===== src/sps_pkg.sv =====
// shared types and constants for the staggered power sequencer
// no dependencies; imported by every module of the block
package sps_pkg;

  localparam int unsigned BRICK_COUNT_DEF = 4;
  localparam int unsigned MASK_W          = 4;
  localparam int unsigned CFG_ADDR_W      = 2;
  localparam int unsigned CFG_DATA_W      = 16;
  localparam int unsigned S_TDATA_W       = 64;
  localparam int unsigned M_TDATA_W       = 8;

  localparam logic [15:0]        LOGIC_MIN_MV_RST    = 16'd5000;
  localparam logic [15:0]        LOGIC_STABLE_MS_RST = 16'd500;
  localparam logic [15:0]        STAGGER_MS_RST      = 16'd50;
  localparam logic signed [11:0] MAX_TEMP_RST        = 12'sd800;  // 50.0 degC

  typedef enum logic [2:0] {
    PH_INIT    = 3'd0,
    PH_WAIT    = 3'd1,
    PH_DIAG    = 3'd2,
    PH_STAGGER = 3'd3,
    PH_RUN     = 3'd4,
    PH_FAULT   = 3'd5
  } phase_e;

  typedef enum logic [CFG_ADDR_W-1:0] {
    CFG_LOGIC_MIN_MV    = 2'd0,
    CFG_LOGIC_STABLE_MS = 2'd1,
    CFG_STAGGER_MS      = 2'd2,
    CFG_MAX_TEMP        = 2'd3
  } cfg_idx_e;

  typedef struct packed {
    logic [15:0]        logic_min_mv;
    logic [15:0]        logic_stable_ms;
    logic [15:0]        stagger_ms;
    logic signed [11:0] max_temp;
  } cfg_t;

  typedef struct packed {
    logic               func;
    logic [31:0]        now_ms;
    logic [15:0]        logic_mv;
    logic               diode_good;
    logic signed [11:0] board_temp;
  } item_t;

  typedef struct packed {
    phase_e             phase;
    logic [MASK_W-1:0]  brick_enables;
  } result_t;

endpackage


===== src/sps_cfg_regs.sv =====
// configuration register file of the power sequencer
// depends on sps_pkg
module sps_cfg_regs (
  input  logic                           clk_i,
  input  logic                           rst_ni,
  input  logic                           cfg_valid_i,
  output logic                           cfg_ready_o,
  input  logic [sps_pkg::CFG_ADDR_W-1:0] cfg_addr_i,
  input  logic [sps_pkg::CFG_DATA_W-1:0] cfg_data_i,
  output sps_pkg::cfg_t                  cfg_o
);
  import sps_pkg::*;

  cfg_t cfg_q;

  assign cfg_ready_o = 1'b1;
  assign cfg_o       = cfg_q;

  always_ff @(posedge clk_i or negedge rst_ni) begin
    if (!rst_ni) begin
      cfg_q.logic_min_mv    <= LOGIC_MIN_MV_RST;
      cfg_q.logic_stable_ms <= LOGIC_STABLE_MS_RST;
      cfg_q.stagger_ms      <= STAGGER_MS_RST;
      cfg_q.max_temp        <= MAX_TEMP_RST;
    end else if (cfg_valid_i) begin
      case (cfg_idx_e'(cfg_addr_i))
        CFG_LOGIC_MIN_MV:    cfg_q.logic_min_mv    <= cfg_data_i;
        CFG_LOGIC_STABLE_MS: cfg_q.logic_stable_ms <= cfg_data_i;
        CFG_STAGGER_MS:      cfg_q.stagger_ms      <= cfg_data_i;
        CFG_MAX_TEMP:        cfg_q.max_temp        <= $signed(cfg_data_i[11:0]);
        default: ;
      endcase
    end
  end

endmodule


===== src/sps_in_stage.sv =====
// input holding register of the power sequencer
// depends on sps_pkg
module sps_in_stage (
  input  logic           clk_i,
  input  logic           rst_ni,
  input  logic           in_valid_i,
  output logic           in_ready_o,
  input  sps_pkg::item_t item_i,
  input  logic           step_i,
  output logic           valid_o,
  output sps_pkg::item_t item_o
);
  import sps_pkg::*;

  logic  valid_q;
  item_t item_q;

  // free slot, or the held item leaves this cycle
  assign in_ready_o = !valid_q || step_i;
  assign valid_o    = valid_q;
  assign item_o     = item_q;

  always_ff @(posedge clk_i or negedge rst_ni) begin
    if (!rst_ni) begin
      valid_q <= 1'b0;
    end else if (in_ready_o) begin
      valid_q <= in_valid_i;
    end
  end

  always_ff @(posedge clk_i) begin
    if (in_valid_i && in_ready_o) begin
      item_q <= item_i;
    end
  end

endmodule


===== src/sps_core.sv =====
// sequencing state and next-state logic of the power sequencer
// depends on sps_pkg
module sps_core #(
  parameter int unsigned BRICK_COUNT = sps_pkg::BRICK_COUNT_DEF
) (
  input  logic             clk_i,
  input  logic             rst_ni,
  input  logic             step_i,
  input  sps_pkg::item_t   item_i,
  input  sps_pkg::cfg_t    cfg_i,
  output sps_pkg::result_t result_o
);
  import sps_pkg::*;

  localparam int unsigned IDX_W = $clog2(BRICK_COUNT + 1);

  phase_e            phase_q, phase_d;
  logic [31:0]       start_q, start_d;
  logic [IDX_W-1:0]  idx_q, idx_d, idx_inc;
  logic [MASK_W-1:0] mask_q, mask_d, bit_sel;
  logic [31:0]       elapsed;
  logic              checks_bad;

  assign elapsed    = item_i.now_ms - start_q;
  assign idx_inc    = idx_q + 1'b1;
  assign checks_bad = !item_i.diode_good || (item_i.board_temp >= cfg_i.max_temp);

  always_comb begin
    for (int b = 0; b < MASK_W; b++) begin
      bit_sel[b] = (int'(idx_q) == b);
    end
  end

  always_comb begin
    phase_d = phase_q;
    start_d = start_q;
    idx_d   = idx_q;
    mask_d  = mask_q;
    if (item_i.func) begin
      mask_d  = '0;
      phase_d = PH_FAULT;
    end else begin
      case (phase_q)
        PH_INIT: begin
          mask_d  = '0;
          phase_d = PH_WAIT;
          start_d = item_i.now_ms;
        end
        PH_WAIT: begin
          if (item_i.logic_mv > cfg_i.logic_min_mv) begin
            if (elapsed >= 32'(cfg_i.logic_stable_ms)) phase_d = PH_DIAG;
          end else begin
            start_d = item_i.now_ms;
          end
        end
        PH_DIAG: begin
          if (checks_bad) begin
            mask_d  = '0;
            phase_d = PH_FAULT;
          end else begin
            idx_d   = '0;
            start_d = item_i.now_ms;
            phase_d = PH_STAGGER;
          end
        end
        PH_STAGGER: begin
          if (elapsed >= 32'(cfg_i.stagger_ms)) begin
            mask_d  = mask_q | bit_sel;   // bricks past the mask stay invisible
            idx_d   = idx_inc;
            start_d = item_i.now_ms;
            if (int'(idx_inc) >= int'(BRICK_COUNT)) phase_d = PH_RUN;
          end
        end
        PH_RUN: begin
          if (checks_bad) begin
            mask_d  = '0;
            phase_d = PH_FAULT;
          end
        end
        PH_FAULT: begin
          mask_d = '0;
        end
        default: begin
          mask_d  = '0;
          phase_d = PH_FAULT;
        end
      endcase
    end
  end

  always_ff @(posedge clk_i or negedge rst_ni) begin
    if (!rst_ni) begin
      phase_q <= PH_INIT;
      start_q <= '0;
      idx_q   <= '0;
      mask_q  <= '0;
    end else if (step_i) begin
      phase_q <= phase_d;
      start_q <= start_d;
      idx_q   <= idx_d;
      mask_q  <= mask_d;
    end
  end

  assign result_o.phase         = phase_d;
  assign result_o.brick_enables = mask_d;

endmodule


===== src/sps_out_stage.sv =====
// result register of the power sequencer
// depends on sps_pkg
module sps_out_stage (
  input  logic             clk_i,
  input  logic             rst_ni,
  input  logic             load_i,
  input  sps_pkg::result_t result_i,
  output logic             free_o,
  output logic             out_valid_o,
  input  logic             out_ready_i,
  output sps_pkg::result_t result_o
);
  import sps_pkg::*;

  logic    valid_q;
  result_t result_q;

  assign free_o      = !valid_q || out_ready_i;
  assign out_valid_o = valid_q;
  assign result_o    = result_q;

  always_ff @(posedge clk_i or negedge rst_ni) begin
    if (!rst_ni) begin
      valid_q <= 1'b0;
    end else if (load_i) begin
      valid_q <= 1'b1;
    end else if (out_ready_i) begin
      valid_q <= 1'b0;
    end
  end

  always_ff @(posedge clk_i) begin
    if (load_i) begin
      result_q <= result_i;
    end
  end

endmodule


===== src/staggered_power_sequencer.sv =====
// top level of the staggered power sequencer
// depends on sps_pkg, sps_cfg_regs, sps_in_stage, sps_core, sps_out_stage
//
// Power-on sequencer for a set of power bricks. Every input transfer is one
// step: it carries the millisecond time, the logic rail voltage, the ideal
// diode status, the board temperature and, in tuser, the op (0 step,
// 1 emergency stop). Every input transfer yields exactly one output transfer
// that shows the phase and the brick enables after that step. After reset
// the first step leaves init for wait-logic; the rail must stay strictly
// above logic_min_mv for logic_stable_ms (the timer restarts whenever the
// rail drops), then one diagnostics step checks the diode and temperature,
// then the bricks come on one per stagger_ms and the block monitors while
// running. An emergency stop at any step, or a bad diode or a temperature at
// or above max_temp in the diagnostics step or while running, latches the
// fault phase with all bricks off until reset. Time differences wrap modulo
// 2^32. Rate: one item per clock cycle sustained while the result stream
// is not stalled; each result passes the input register, then the state
// update and result register. The sequencing state sits in a single register
// bank updated once per step, so that bank sets the rate.
// Configuration writes are taken at any time but are meant for idle periods.
module staggered_power_sequencer #(
  parameter int unsigned BRICK_COUNT = sps_pkg::BRICK_COUNT_DEF
) (
  input  logic                           clk_i,
  input  logic                           rst_ni,
  // input stream
  input  logic                           s_axis_tvalid,
  output logic                           s_axis_tready,
  // [31:0] now_ms, [47:32] logic_mv, [48] diode_good, [60:49] board_temp, rest zero
  input  logic [sps_pkg::S_TDATA_W-1:0]  s_axis_tdata,
  // [0] func
  input  logic                           s_axis_tuser,
  // result stream
  output logic                           m_axis_tvalid,
  input  logic                           m_axis_tready,
  // [2:0] phase, [6:3] brick_enables, [7] zero
  output logic [sps_pkg::M_TDATA_W-1:0]  m_axis_tdata,
  // configuration writes
  input  logic                           cfg_valid_i,
  output logic                           cfg_ready_o,
  input  logic [sps_pkg::CFG_ADDR_W-1:0] cfg_addr_i,
  input  logic [sps_pkg::CFG_DATA_W-1:0] cfg_data_i
);
  import sps_pkg::*;

  cfg_t    cfg;
  item_t   in_item, held_item;
  result_t next_result, out_result;
  logic    held_valid;
  logic    out_free;
  logic    step;

  // unpack the input transfer
  assign in_item.func       = s_axis_tuser;
  assign in_item.now_ms     = s_axis_tdata[31:0];
  assign in_item.logic_mv   = s_axis_tdata[47:32];
  assign in_item.diode_good = s_axis_tdata[48];
  assign in_item.board_temp = $signed(s_axis_tdata[60:49]);

  // a held item advances whenever the result register can take its result
  assign step = held_valid && out_free;

  sps_cfg_regs u_cfg (
    .clk_i       (clk_i),
    .rst_ni      (rst_ni),
    .cfg_valid_i (cfg_valid_i),
    .cfg_ready_o (cfg_ready_o),
    .cfg_addr_i  (cfg_addr_i),
    .cfg_data_i  (cfg_data_i),
    .cfg_o       (cfg)
  );

  sps_in_stage u_in (
    .clk_i      (clk_i),
    .rst_ni     (rst_ni),
    .in_valid_i (s_axis_tvalid),
    .in_ready_o (s_axis_tready),
    .item_i     (in_item),
    .step_i     (step),
    .valid_o    (held_valid),
    .item_o     (held_item)
  );

  sps_core #(
    .BRICK_COUNT (BRICK_COUNT)
  ) u_core (
    .clk_i    (clk_i),
    .rst_ni   (rst_ni),
    .step_i   (step),
    .item_i   (held_item),
    .cfg_i    (cfg),
    .result_o (next_result)
  );

  sps_out_stage u_out (
    .clk_i       (clk_i),
    .rst_ni      (rst_ni),
    .load_i      (step),
    .result_i    (next_result),
    .free_o      (out_free),
    .out_valid_o (m_axis_tvalid),
    .out_ready_i (m_axis_tready),
    .result_o    (out_result)
  );

  // pack the result transfer
  assign m_axis_tdata = {1'b0, out_result.brick_enables, out_result.phase};

endmodule


===== config.mk =====
export PLATFORM = sky130hd
export DESIGN_NAME = staggered_power_sequencer
export DESIGN_NICKNAME = d
export VERILOG_FILES = /design/src/sps_pkg.sv /design/src/sps_cfg_regs.sv /design/src/sps_in_stage.sv /design/src/sps_core.sv /design/src/sps_out_stage.sv /design/src/staggered_power_sequencer.sv
export SDC_FILE = /design/constraint.sdc
export NUM_CORES = 1
export LEC_CHECK = 0
export ABC_AREA = 0
export ABC_CLOCK_PERIOD_IN_PS = 5800
export BUFFER_PORTS_ARGS = -buffer_cell sky130_fd_sc_hd__buf_2
export CAP_MARGIN = 5
export CORE_MARGIN = 1.5
export CORE_UTILIZATION = 48
export CTS_BUF_LIST = sky130_fd_sc_hd__clkbuf_4 sky130_fd_sc_hd__clkbuf_8
export DETAILED_ROUTE_END_ITERATION = 12
export PLACE_DENSITY = 0.67
export SLEW_MARGIN = 25
export SYNTH_ARGS = -nofsm -noshare
export SYNTH_HDL_FRONTEND = slang
export SYNTH_HIERARCHICAL = 1
export SYNTH_SLANG_ARGS = --single-unit

===== constraint.sdc =====
create_clock -name clk_i -period 5.8 [get_ports clk_i]
set_input_delay 1.16 -clock clk_i [delete_from_list [all_inputs] [get_ports clk_i]]
set_output_delay 1.16 -clock clk_i [all_outputs]
set_load 0.02 [all_outputs]

Yosys cells after proc, flatten, opt, wreduce, memory -nomap -nowiden
Cells that the tools add are included.

operators by class
  add/subtract/negate cells = 2
  order comparisons = 5
  equality and inequality tests = 14
  multiplexer cells = 21
  bitwise gates (word level) = 2
  reductions and logical operators = 21

operators by type and width
  cell                                                 count
  one-hot mux 32 bit (4 select lines)                  1
  two-way mux 32 bit                                   3
  greater-or-equal comparator 32 x 16 -> 1 bit         2
  subtractor 32 bit                                    1
  two-way mux 3 bit                                    9
  one-hot mux 3 bit (6 select lines)                   1
  greater-than comparator 16 bit                       1
  equality test 3 bit, second input constant           4
  greater-or-equal comparator 12 bit                   1
  two-way mux 4 bit                                    3
  one-hot mux 4 bit (3 select lines)                   1
  equality test 3 x 2 -> 1 bit, second input constant  3
  AND reduction 2 bit                                  4
  logical NOT 3 bit                                    2
  one-hot mux 3 bit (2 select lines)                   1
  AND reduction 6 bit                                  1
  AND reduction 5 bit                                  1
  equality test 2 bit, second input constant           2
  != test 2 bit, second input constant                 2
  bitwise OR 4 bit                                     1
  nonzero test 2 bit                                   2
  nonzero test 4 bit                                   1
  adder 3 x 1 -> 3 bit, second input constant          1
  equality test 3 x 1 -> 1 bit, second input constant  1
  10 further kinds                                     16

storage, ports and cells
  register bits = 173
  input port bits = 88

Longest topological paths before layout
Gate-level depths: netlist of the first run.

  word-level depth = 6
  depth in mapped cells = 20
  gate-level depth less buffers = 19

By module
Netlist of the first run, hierarchy kept.

by module, submodules not included
  module                     times used  cells an instance  area each (µm²)  sequential area each (µm²)
  sps_core                   1           662                5640.4           1051.0
  sps_cfg_regs               1           130                2293.4           1522.7
  sps_in_stage               1           66                 1915.6           1886.8
  sps_out_stage              1           10                 257.7            235.2
  staggered_power_sequencer  1           3                  17.5             0.0

Worst setup path after synthesis of the first run
OpenSTA, ideal clock, no wires.

  path type = flip-flop to flip-flop
  start point = register u_in.item_q (netlist bit u_in/item_o[29])
  end point = register u_core.start_q[0]
  setup time = 125 ps
  arrival time = 4510 ps
  required time = 5675 ps
  setup slack = 1165 ps
  stages on the path, launching flop included = 21
  path buffers = 1
  clock period less this slack = 4635 ps
  cells stage by stage = edfxtp_1 inv_1 ha_1 fa_1 nand2b_1 a21oi_1 nor2_1 nor2_1 nor2_1 xnor2_1 ha_1 a21o_1 a211oi_1 nor4b_1 o21ai_0 a221o_1 a221oi_1 nand4_4 o21ai_2 buf_6 mux2_4

between the ends
  cells in the longest elaborated chain, start to end = 4

ends and longest elaborated chain
  element                                       line                RTL
  start, declared                               sps_in_stage.sv:16  item_t item_q;
  start signal, assigned                        sps_in_stage.sv:33  item_q <= item_i;
  subtractor 32 bit                             sps_core.sv:24      assign elapsed = item_i.now_ms - start_q;
  greater-or-equal comparator 32 x 16 -> 1 bit  sps_core.sv:67      if (elapsed >= 32'(cfg_i.stagger_ms)) begin
  != test 2 x 1 -> 1 bit (no source line)       n/a
  AND reduction 6 bit (no source line)          n/a
  end signal, assigned                          sps_core.sv:99      start_q <= start_d;
  end, declared                                 sps_core.sv:18      logic [31:0] start_q, start_d;

Several ways; a longest one is shown, not always the timed one. The select of a mux whose other input is x is not followed.
A chain may end at the register's enable or synchronous reset.

Final worst setup path of the first run
  start point = register u_in.item_q (netlist bit u_in/item_o[29])
  end point = register u_core.start_q[13]

between the ends
  cells in the longest elaborated chain, start to end = 4

ends and longest elaborated chain
  element                                       line
  subtractor 32 bit                             sps_core.sv:24
  greater-or-equal comparator 32 x 16 -> 1 bit  sps_core.sv:67
  != test 2 x 1 -> 1 bit (no source line)       n/a
  AND reduction 6 bit (no source line)          n/a

Every way passes these cells.

==> results of run 1 <==
cells by family after synthesis:
| kind of cell | after synthesis |
|---|---|
| AOI/OAI and AO/OA | 186 |
| xor gates and xnor gates | 22 |
| and+or+nand+nor | 162 |
| other | 2 |
| DFF | 173 |
| buffers and inverters | 132 |
| adders and majority gates | 97 |
| muxes | 97 |
worst max-delay path by stage:
stage	startpoint	end	slack (ps)	cells after the start
finish	u_in/item_o[29]	u_core/start_q[13]	470	20
global route	u_in/item_o[29]	u_core/start_q[12]	10	20
CTS	u_in/item_o[29]	u_core/start_q[13]	440	20
detailed placement	u_in/item_o[29]	u_core/start_q[13]	480	20
global placement	u_in/item_o[29]	u_core/start_q[13]	570	20
floorplan	u_in/item_o[29]	u_core/start_q[0]	1170	20
stage by stage:
stage | total power, mW | hold WS, ps | setup slack (ps)
floorplan | 3.74 | 479 | 1170
global placement | 4.20 | 488 | 570
detailed placement | 4.27 | 492 | 475
CTS | 5.16 | 514 | 441
global route | 5.59 | 529 | 13.7
finish | 5.15 | 511 | 465
sequential cells by signal, summed over array words and instances, names as in the netlist:
| register | cells |
|---|---|
| u_cfg/cfg_o | 60 |
| u_core/idx_q | 3 |
| u_core/mask_q | 4 |
| u_core/phase_q | 3 |
| u_core/start_q | 32 |
| u_in/item_o | 62 |
| u_in/valid_o | 1 |
| u_out/out_valid_o | 1 |
| u_out/result_o | 7 |
power by group:
| part | switching [mW] | leakage (nW) | total (mW) | internal [mW] |
|---|---|---|---|---|
| clock network | 0.480 | 0.199 | 0.867 | 0.386 |
| logic | 1.45 | 3.02 | 2.59 | 1.14 |
| registers | 0.140 | 1.87 | 1.69 | 1.55 |
| total | 2.07 | 5.09 | 5.15 | 3.07 |
final cells by class:
class                      count  area, µm²  share of cell area, %
clock buffer                  20        275                   2.47
multi-input combinational    566       4830                   43.2
sequential                   173       4700                   42.1
clock inverter                12        126                   1.13
inverter                     107        402                   3.60
tap                          270        338                   3.03
timing repair buffer          95        495                   4.44
cells in the final DEF (no fill, tap or decap), types with 7 or more instances in the layout:
cell	Yosys	routed
a21oi_1	50	50
o211ai_1	8	8
dfstp_2	17	17
a21o_1	24	24
nand3_1	15	15
mux2_2	63	63
xnor2_1	15	15
nand2b_1	11	11
dfrtp_1	87	87
o21ai_0	29	29
clkbuf_8	1	20
a31oi_1	8	8
mux2_4	29	29
nand2_1	31	31
o21a_1	7	7
a211oi_1	10	10
nor2_1	35	35
nor3_1	10	10
xor2_1	7	7
edfxtp_1	69	69
inv_1	107	107
nand4_1	22	22
ha_1	96	96
buf_2	2	92
layer usage:
layer	share of wire, %	track usage (%)
met3	3.9	3.71
met5	0	0
met4	1.7	6.39
met1	49	27.3
met2	46	31.6
==> results.cfg, run 1 <==
[run_status]
run_status = completed

[worst_setup_path]
r2r_end = u_core/start_q[13]
start_kind = flop
cpMaxStageDelayCell = a221oi_1
worst-r2r-cell-count = 20
slowest_delay_ps = 460
cp.arrival_ps = 5690
rrSetupSlack_ps = 470
end_kind = flop
crit_type = flop to flop
crit_family = compound AO/OA/AOI/OAI gates
worst-path-buf-inv = 2
r2r-start = u_in/item_o[29]
worstPathRequired_ps = 6160
cp_common_cell = nor2_1
crit_chain = inv_1 > ha_1 > fa_1 > nand2b_1 > a21oi_1 > nor2_1 > nor2_1 > nor2_1 > xnor2_1 > ha_1 > a21o_1 > a211oi_1 > nor4b_1 > o21ai_0 > a221o_1 > a221oi_1 > nand4_4 > o21ai_4 > buf_12 > mux2_2
path_max_fanout = 32

[route]
wl_per_cell_um = 16.3
remaining_drc_errors = 0
vias = 6701
drt_pre_antenna_iters = 5
ant_nets = 0
drtIter0Drc = 446
wirelength_mm = 20.3
via_per_inst = 5.39

[global_route]
grt_overflow = 0
grt_pass1_wl_mm = 33.8
grt_pass1_vias = 6745
gr-usage-all-layers_pct = 19.8
grt_start_max_net_pins = 63
antenna_found_initial = 0

[synthesis]
yosysMostFrequentCell = inv_1
yosys-top-cells-count = inv_1, ha_1, dfrtp_1
synthMuxAreaShare_pct = 11.8
synth_top_family_by_area = compound AO/OA/AOI/OAI gates
synth_edf_count = 69
synth.net_count = 1056
yosys-top-cells-area = dfrtp_1, edfxtp_1, ha_1
synth_seq_area_share_pct = 46.4
syn_inst = 871
synthArstFlopShare_pct = 60.1
syn_area_per_cell_um2 = 11.6
synthAdderAreaFrac_pct = 12.1
yosysTopAreaCell = dfrtp_1
synth-simple-area-share_pct = 9.19
synth_xor_area_share_pct = 1.90
ys_warn_count = 6
synth_ff_type = dfrtp_1
ys_ff_latch = 173
ys_types = 87
netlist.area_leader.share_pct = 21.5
syn_area_um2 = 10100
synth_compound_area_share_pct = 12.6

[cts]
cts_hold_buf = 0
tritoncts = done
clkLatencyLatePin_ps = 470
htreeDepth = 4
cts_setup_buffers = 0
ctsResizeCount = 0
ctsRootBufferMaster = clkbuf_8
cts_buffers = 17
clockBufferDepth = 2
clock_sinks = 173
cts.clk_slew.worst_paths_ps = 100

[floorplanning]
fp.dieH_um = 148
die_x_um = 148
row_count = 52
dieArea_um2 = 22000
io_pins = 99
core_area_um2 = 20400
start_util_pct = 49.6

[place]
portBuffers = 93
numPlacedInstances = 1211
gp_congestion = 0.891
dp_hpwl_mm = 14.7
placed_area_um2 = 10800

[timing]
final-setup-viol-count = 0
slew_headroom_pct = 39.8
min_period_over_period_pct = 92.0
setup_tns_ps = 0
post-route-min-period_ps = 5330
worstMarginPinSlew_ps = 903
fin_skew_ps = 17.5
clock.fmax_mhz = 187
hold_viol_final = 0
grt_setup_unrepaired = false
maxSlewViolCount = 0

[final_layout]
diodes = 0
drive_gt1_share_pct = 27.7
stdcell_area_um2 = 11200
fillers = 1816
nets = 1145
fin_util_pct = 54.6
final_cells = 1243
area_growth_pct = 10.2

[pwr]
cellPowerDensity_nw_per_um2 = 461
leakagePower_nw = 5.09
peakVddDrop_uv = 218

[min_path]
hold_end = u_cfg/cfg_o[23]
worstHoldStart = u_cfg/cfg_o[23]
hold-path-cell-count = 1
hp-class = flop to flop

[run]
drv_cap = 0
Note: power is estimated with default switching activity, not from simulation.
==> inputs of run 2 (changes only) <==
ABC_CLOCK_PERIOD_IN_PS = 6100   (was 5800)
clock period = 6.1 ns   (was 5.8 ns; I/O delays follow)
==> run 2 against run 1 <==
  * Sequential share of layout area up 0.057 points
  * Count of clock-buffer cells in the layout shrank 3
  * Worst hold slack got worse by 0.99 ps
  * Utilization is 0.074 points lower
==> results.cfg, run 2 (same netlist as run 1, synthesis figures left out) <==
[timing]
final-setup-viol-count = 0
post-route-min-period_ps = 5360
setup_slack_ps = 740
setup_tns_ps = 0
clock.fmax_mhz = 187
fin_skew_ps = 15.1
slew_headroom_pct = 39.6
grt_setup_unrepaired = false
hold_viol_final = 0
worstMarginPinSlew_ps = 906
min_period_over_period_pct = 87.9
maxSlewViolCount = 0

[cts]
clkLatencyLatePin_ps = 480
tritoncts = done
ctsRootBufferMaster = clkbuf_8
cts_hold_buf = 0
cts_buffers = 17
clockBufferDepth = 2
cts.clk_slew.worst_paths_ps = 90
cts_setup_buffers = 0
clock_sinks = 173
ctsResizeCount = 0
htreeDepth = 4

[floorplanning]
die_x_um = 148
core_area_um2 = 20400
start_util_pct = 49.6
fp.dieH_um = 148
io_pins = 99
row_count = 52
dieArea_um2 = 22000

[place]
placed_area_um2 = 10800
portBuffers = 93
dp_hpwl_mm = 14.7
place_ws_ps = 832
gp_congestion = 0.892

[worst_setup_path]
crit_type = flop to flop
end_kind = flop
cpMaxStageDelayCell = a221oi_1
slowest_delay_ps = 480
cp.arrival_ps = 5730
crit_chain = inv_1 > ha_1 > fa_1 > nand2b_1 > a21oi_1 > nor2_1 > nor2_1 > nor2_1 > xnor2_1 > ha_1 > a21o_1 > a211oi_1 > nor4b_1 > o21ai_0 > a221o_1 > a221oi_1 > nand4_4 > o21ai_4 > buf_12 > mux2_2
worst-path-buf-inv = 2
crit_family = compound AO/OA/AOI/OAI gates
cp_common_cell = nor2_1
path_max_fanout = 32
start_kind = flop
worstPathRequired_ps = 6470

[pwr]
leakagePower_nw = 5.07
peakVddDrop_uv = 173
cellPowerDensity_nw_per_um2 = 437
power.total_mw = 4.87

[run_status]
run_status = completed

[route]
ant_nets = 0
vias = 6669
remaining_drc_errors = 0
via_per_inst = 5.37
wirelength_mm = 20.0
drt_pre_antenna_iters = 5
wl_per_cell_um = 16.1
drtIter0Drc = 404

[final_layout]
drive_gt1_share_pct = 27.6
stdcell_area_um2 = 11100
nets = 1145
diodes = 0
layout_commonest_cell = inv_1
most-common-layout-cells = inv_1, ha_1, buf_2
area_growth_pct = 10.1
largest_register_ffs = 62

[min_path]
hp-class = flop to flop

[global_route]
antenna_found_initial = 0
gr-usage-all-layers_pct = 19.4
grt_start_max_net_pins = 63
grt_pass1_wl_mm = 33.5
grt_overflow = 0
grt_pass1_vias = 6620

[run]
drv_cap = 0
run 2: cell count changes in the layout (fill, tap and decap cells not counted), sizes merged:
cell and delta:
inv +2, clkinv -1, clkbuf -3, clkinvlp +2
run 2: worst paths after layout:
path                            startpoint                  to  slack (ps)  cells past startpoint
max reg2reg                u_in/item_o[29]  u_core/start_q[12]         740                     20
min                        u_cfg/cfg_o[38]     u_cfg/cfg_o[38]         510                      1
max in group asynchronous           rst_ni     u_cfg/cfg_o[41]        4180                      2
min in group asynchronous           rst_ni   u_core/phase_q[1]         760                      1
min reg2reg                u_cfg/cfg_o[38]     u_cfg/cfg_o[38]         510                      1
max                        u_in/item_o[29]  u_core/start_q[12]         740                     20
run 2: power breakdown:
part / internal (mW) / switching [mW] / leakage [nW] / total, mW
sequential: 1.48 / 0.131 / 1.87 / 1.61
combinational: 1.08 / 1.38 / 3.02 / 2.46
clock: 0.337 / 0.468 / 0.185 / 0.805
run 2: layer usage:
metal,global-route usage [%],vias up,share of wire [%]
li1,-,3335,-
met3,3.90,24,4.0
met2,29.7,144,45
met1,27.6,3166,49
met4,6.34,0,1.8
met5,0,-,0
run 2: per-stage QoR:
step / hold WS (ps) / util [%] / std cells
detailed placement: 493 / 52.7 / 1211
global placement: 488 / 52.7 / 1211
finish: 510 / 54.5 / 1243
CTS: 513 / 54.5 / 1243
floorplan: 479 / - / 871
global route: 528 / 54.5 / 1243
run 2: area by class of cell:
type | count | area, µm²
Timing Repair Buffer | 95 | 495
Multi-Input combinational cell | 566 | 4830
Inverter | 107 | 402
Sequential cell | 173 | 4700
Clock buffer | 17 | 234
Fill cell | 1827 | 9290
Tap cell | 270 | 338
Clock inverter | 15 | 153
==> inputs of run 3 (changes only) <==
ABC_CLOCK_PERIOD_IN_PS = 6000   (was 6100)
CORE_ASPECT_RATIO = 1.5   (was default)
clock period = 6 ns   (was 6.1 ns; I/O delays follow)
==> run 3 against run 2 <==
  * Routed wire length rose by 1.3%
  * Power rose by 3.0%
  * Utilization fell by 0.23 points
  * Critical path depth did not move
  * Cell area rose by 0.30%
  * Worst hold slack barely moved
  * Global-route usage fell by 0.17 points
  * Clock power rose by 8.6%
  * Critical path type unchanged
  * Critical endpoint is now u_core/start_q[28]
  * Largest power group unchanged
==> results.cfg, run 3 (same netlist as run 1, synthesis figures left out) <==
[pwr]
seqPwrFrac_pct = 32.6
p_int_mw = 3.03
peakVddDrop_uv = 212
leakagePower_nw = 5.11
p_clk_share_pct = 17.4
power.total_mw = 5.01
cellPowerDensity_nw_per_um2 = 448
p_sw_mw = 1.98
switching_share_pct = 39.6
p_comb_share_pct = 50.0

[timing]
clock.fmax_mhz = 184
post-route-min-period_ps = 5420
maxSlewViolCount = 0
min_period_over_period_pct = 90.3
slew_headroom_pct = 40.7
setup_tns_ps = 0
grt_setup_unrepaired = false
final-setup-viol-count = 0
worstMarginPinSlew_ps = 889
hold_viol_final = 0
fin_skew_ps = 15.8

[place]
portBuffers = 93
dp_hpwl_mm = 15.2
gp_congestion = 0.849

[global_route]
gr-usage-all-layers_pct = 19.2
grt_pass1_vias = 6744
antenna_found_initial = 1
grt_pass1_wl_mm = 32.8
grt_start_max_net_pins = 63
grt_overflow = 0

[cts]
clock_sinks = 173
ctsResizeCount = 0
clockBufferDepth = 2
clkLatencyLatePin_ps = 480
tritoncts = done
cts.clk_slew.worst_paths_ps = 100
cts_buffers = 17
htreeDepth = 4
cts_setup_buffers = 0
ctsRootBufferMaster = clkbuf_8
cts_hold_buf = 0

[worst_setup_path]
path_max_fanout = 32
start_kind = flop
slowest_delay_ps = 480
crit_chain = inv_1 > ha_1 > fa_1 > nand2b_1 > a21oi_1 > nor2_1 > nor2_1 > nor2_1 > xnor2_1 > ha_1 > a21o_1 > a211oi_1 > nor4b_1 > o21ai_0 > a221o_1 > a221oi_1 > nand4_4 > o21ai_4 > buf_12 > mux2_4
cp.arrival_ps = 5780
worstPathRequired_ps = 6360
cpMaxStageDelayCell = a221oi_1
crit_type = flop to flop
cp_common_cell = nor2_1
end_kind = flop

[route]
top_layer = met4
drtIter0Drc = 320
wirelength_mm = 20.2
wl_per_cell_um = 16.3
remaining_drc_errors = 0
via_per_inst = 5.47
wl_met2_mm = 10.5
dr_wl_met3_um = 697
vias = 6776
drt_pre_antenna_iters = 6
ant_nets = 0
routedLengthMet1_mm = 8.40

[floorplanning]
start_util_pct = 49.2
dieArea_um2 = 22000
core_area_um2 = 20600
row_count = 64
fp.dieH_um = 181
io_pins = 99
die_x_um = 122

[min_path]
hp-class = flop to flop

[run_status]
run_status = completed

[final_layout]
nets = 1145
largest_register_ffs = 62
layout_commonest_cell = inv_1
drive_gt1_share_pct = 27.7
area_growth_pct = 10.4
most-common-layout-cells = inv_1, ha_1, buf_2

[run]
drv_cap = 0
## run 3: cell types whose count changed in the layout (fill, tap and decap cells not counted), sizes merged
cell	delta
bufinv	+2
clkbuf	+2
clkinv	+1
clkinvlp	-4
diode	+1
inv	-1
## run 3: final cells by class
class                      instances  area, µm²
clock buffer                      19        249
antenna                            1       2.50
sequential                       173       4700
inverter                         107        402
multi-input combinational        566       4830
clock inverter                    13        176
fill                            1832       9400
timing repair buffer              95        495
tap                              264        330
## run 3: metrics by stage
| stage | setup slack, ps | hold WS (ps) | std cells | cell area (µm²) | utilization (%) |
|---|---|---|---|---|---|
| floorplan | 1370 | 479 | 871 | 10100 | - |
| global route | 266 | 524 | 1237 | 11200 | 54.3 |
| finish | 579 | 510 | 1238 | 11200 | 54.3 |
| CTS | 596 | 513 | 1237 | 11200 | 54.3 |
| global placement | 677 | 488 | 1205 | 10700 | 52.2 |
| detailed placement | 630 | 493 | 1205 | 10700 | 52.2 |
## run 3: worst max-delay path: cells and delay by family, from the launching register on
kind	cells	cell delay [ps]
flops	1	380
fa+ha+maj	3	900
simple gates	6	1010
xor+xnor	1	240
mux	1	330
buf+inv	2	320
compound gates	7	2080
## run 3: path summary, 6_finish.rpt
path	from	to	slack, ps	cells past startpoint
max	u_in/item_o[29]	u_core/start_q[28]	580	20
min	u_cfg/cfg_o[43]	u_cfg/cfg_o[43]	510	1
max reg2reg	u_in/item_o[29]	u_core/start_q[28]	580	20
min reg2reg	u_cfg/cfg_o[43]	u_cfg/cfg_o[43]	510	1
max in group asynchronous	rst_ni	u_cfg/cfg_o[40]	4080	2
min in group asynchronous	rst_ni	u_core/mask_q[1]	790	1
## run 3: routing by layer
metal / GRT usage [%] / up-vias
met1: 22.7 / 3284
met5: 0 / -
li1: - / 3316
met3: 3.25 / 35
met2: 33.4 / 141
met4: 9.22 / 0
## run 3: power groups by stage
stage / sequential, mW / combinational [mW] / clock (mW)
3_5_place_dp: 1.65 / 2.50 / 0
4_1_cts: 1.64 / 2.52 / 0.903
6_report: 1.63 / 2.50 / 0.874
5_1_grt: 1.67 / 2.80 / 0.949
2_1_floorplan: 1.62 / 1.99 / 0
3_3_place_gp: 1.65 / 2.44 / 0
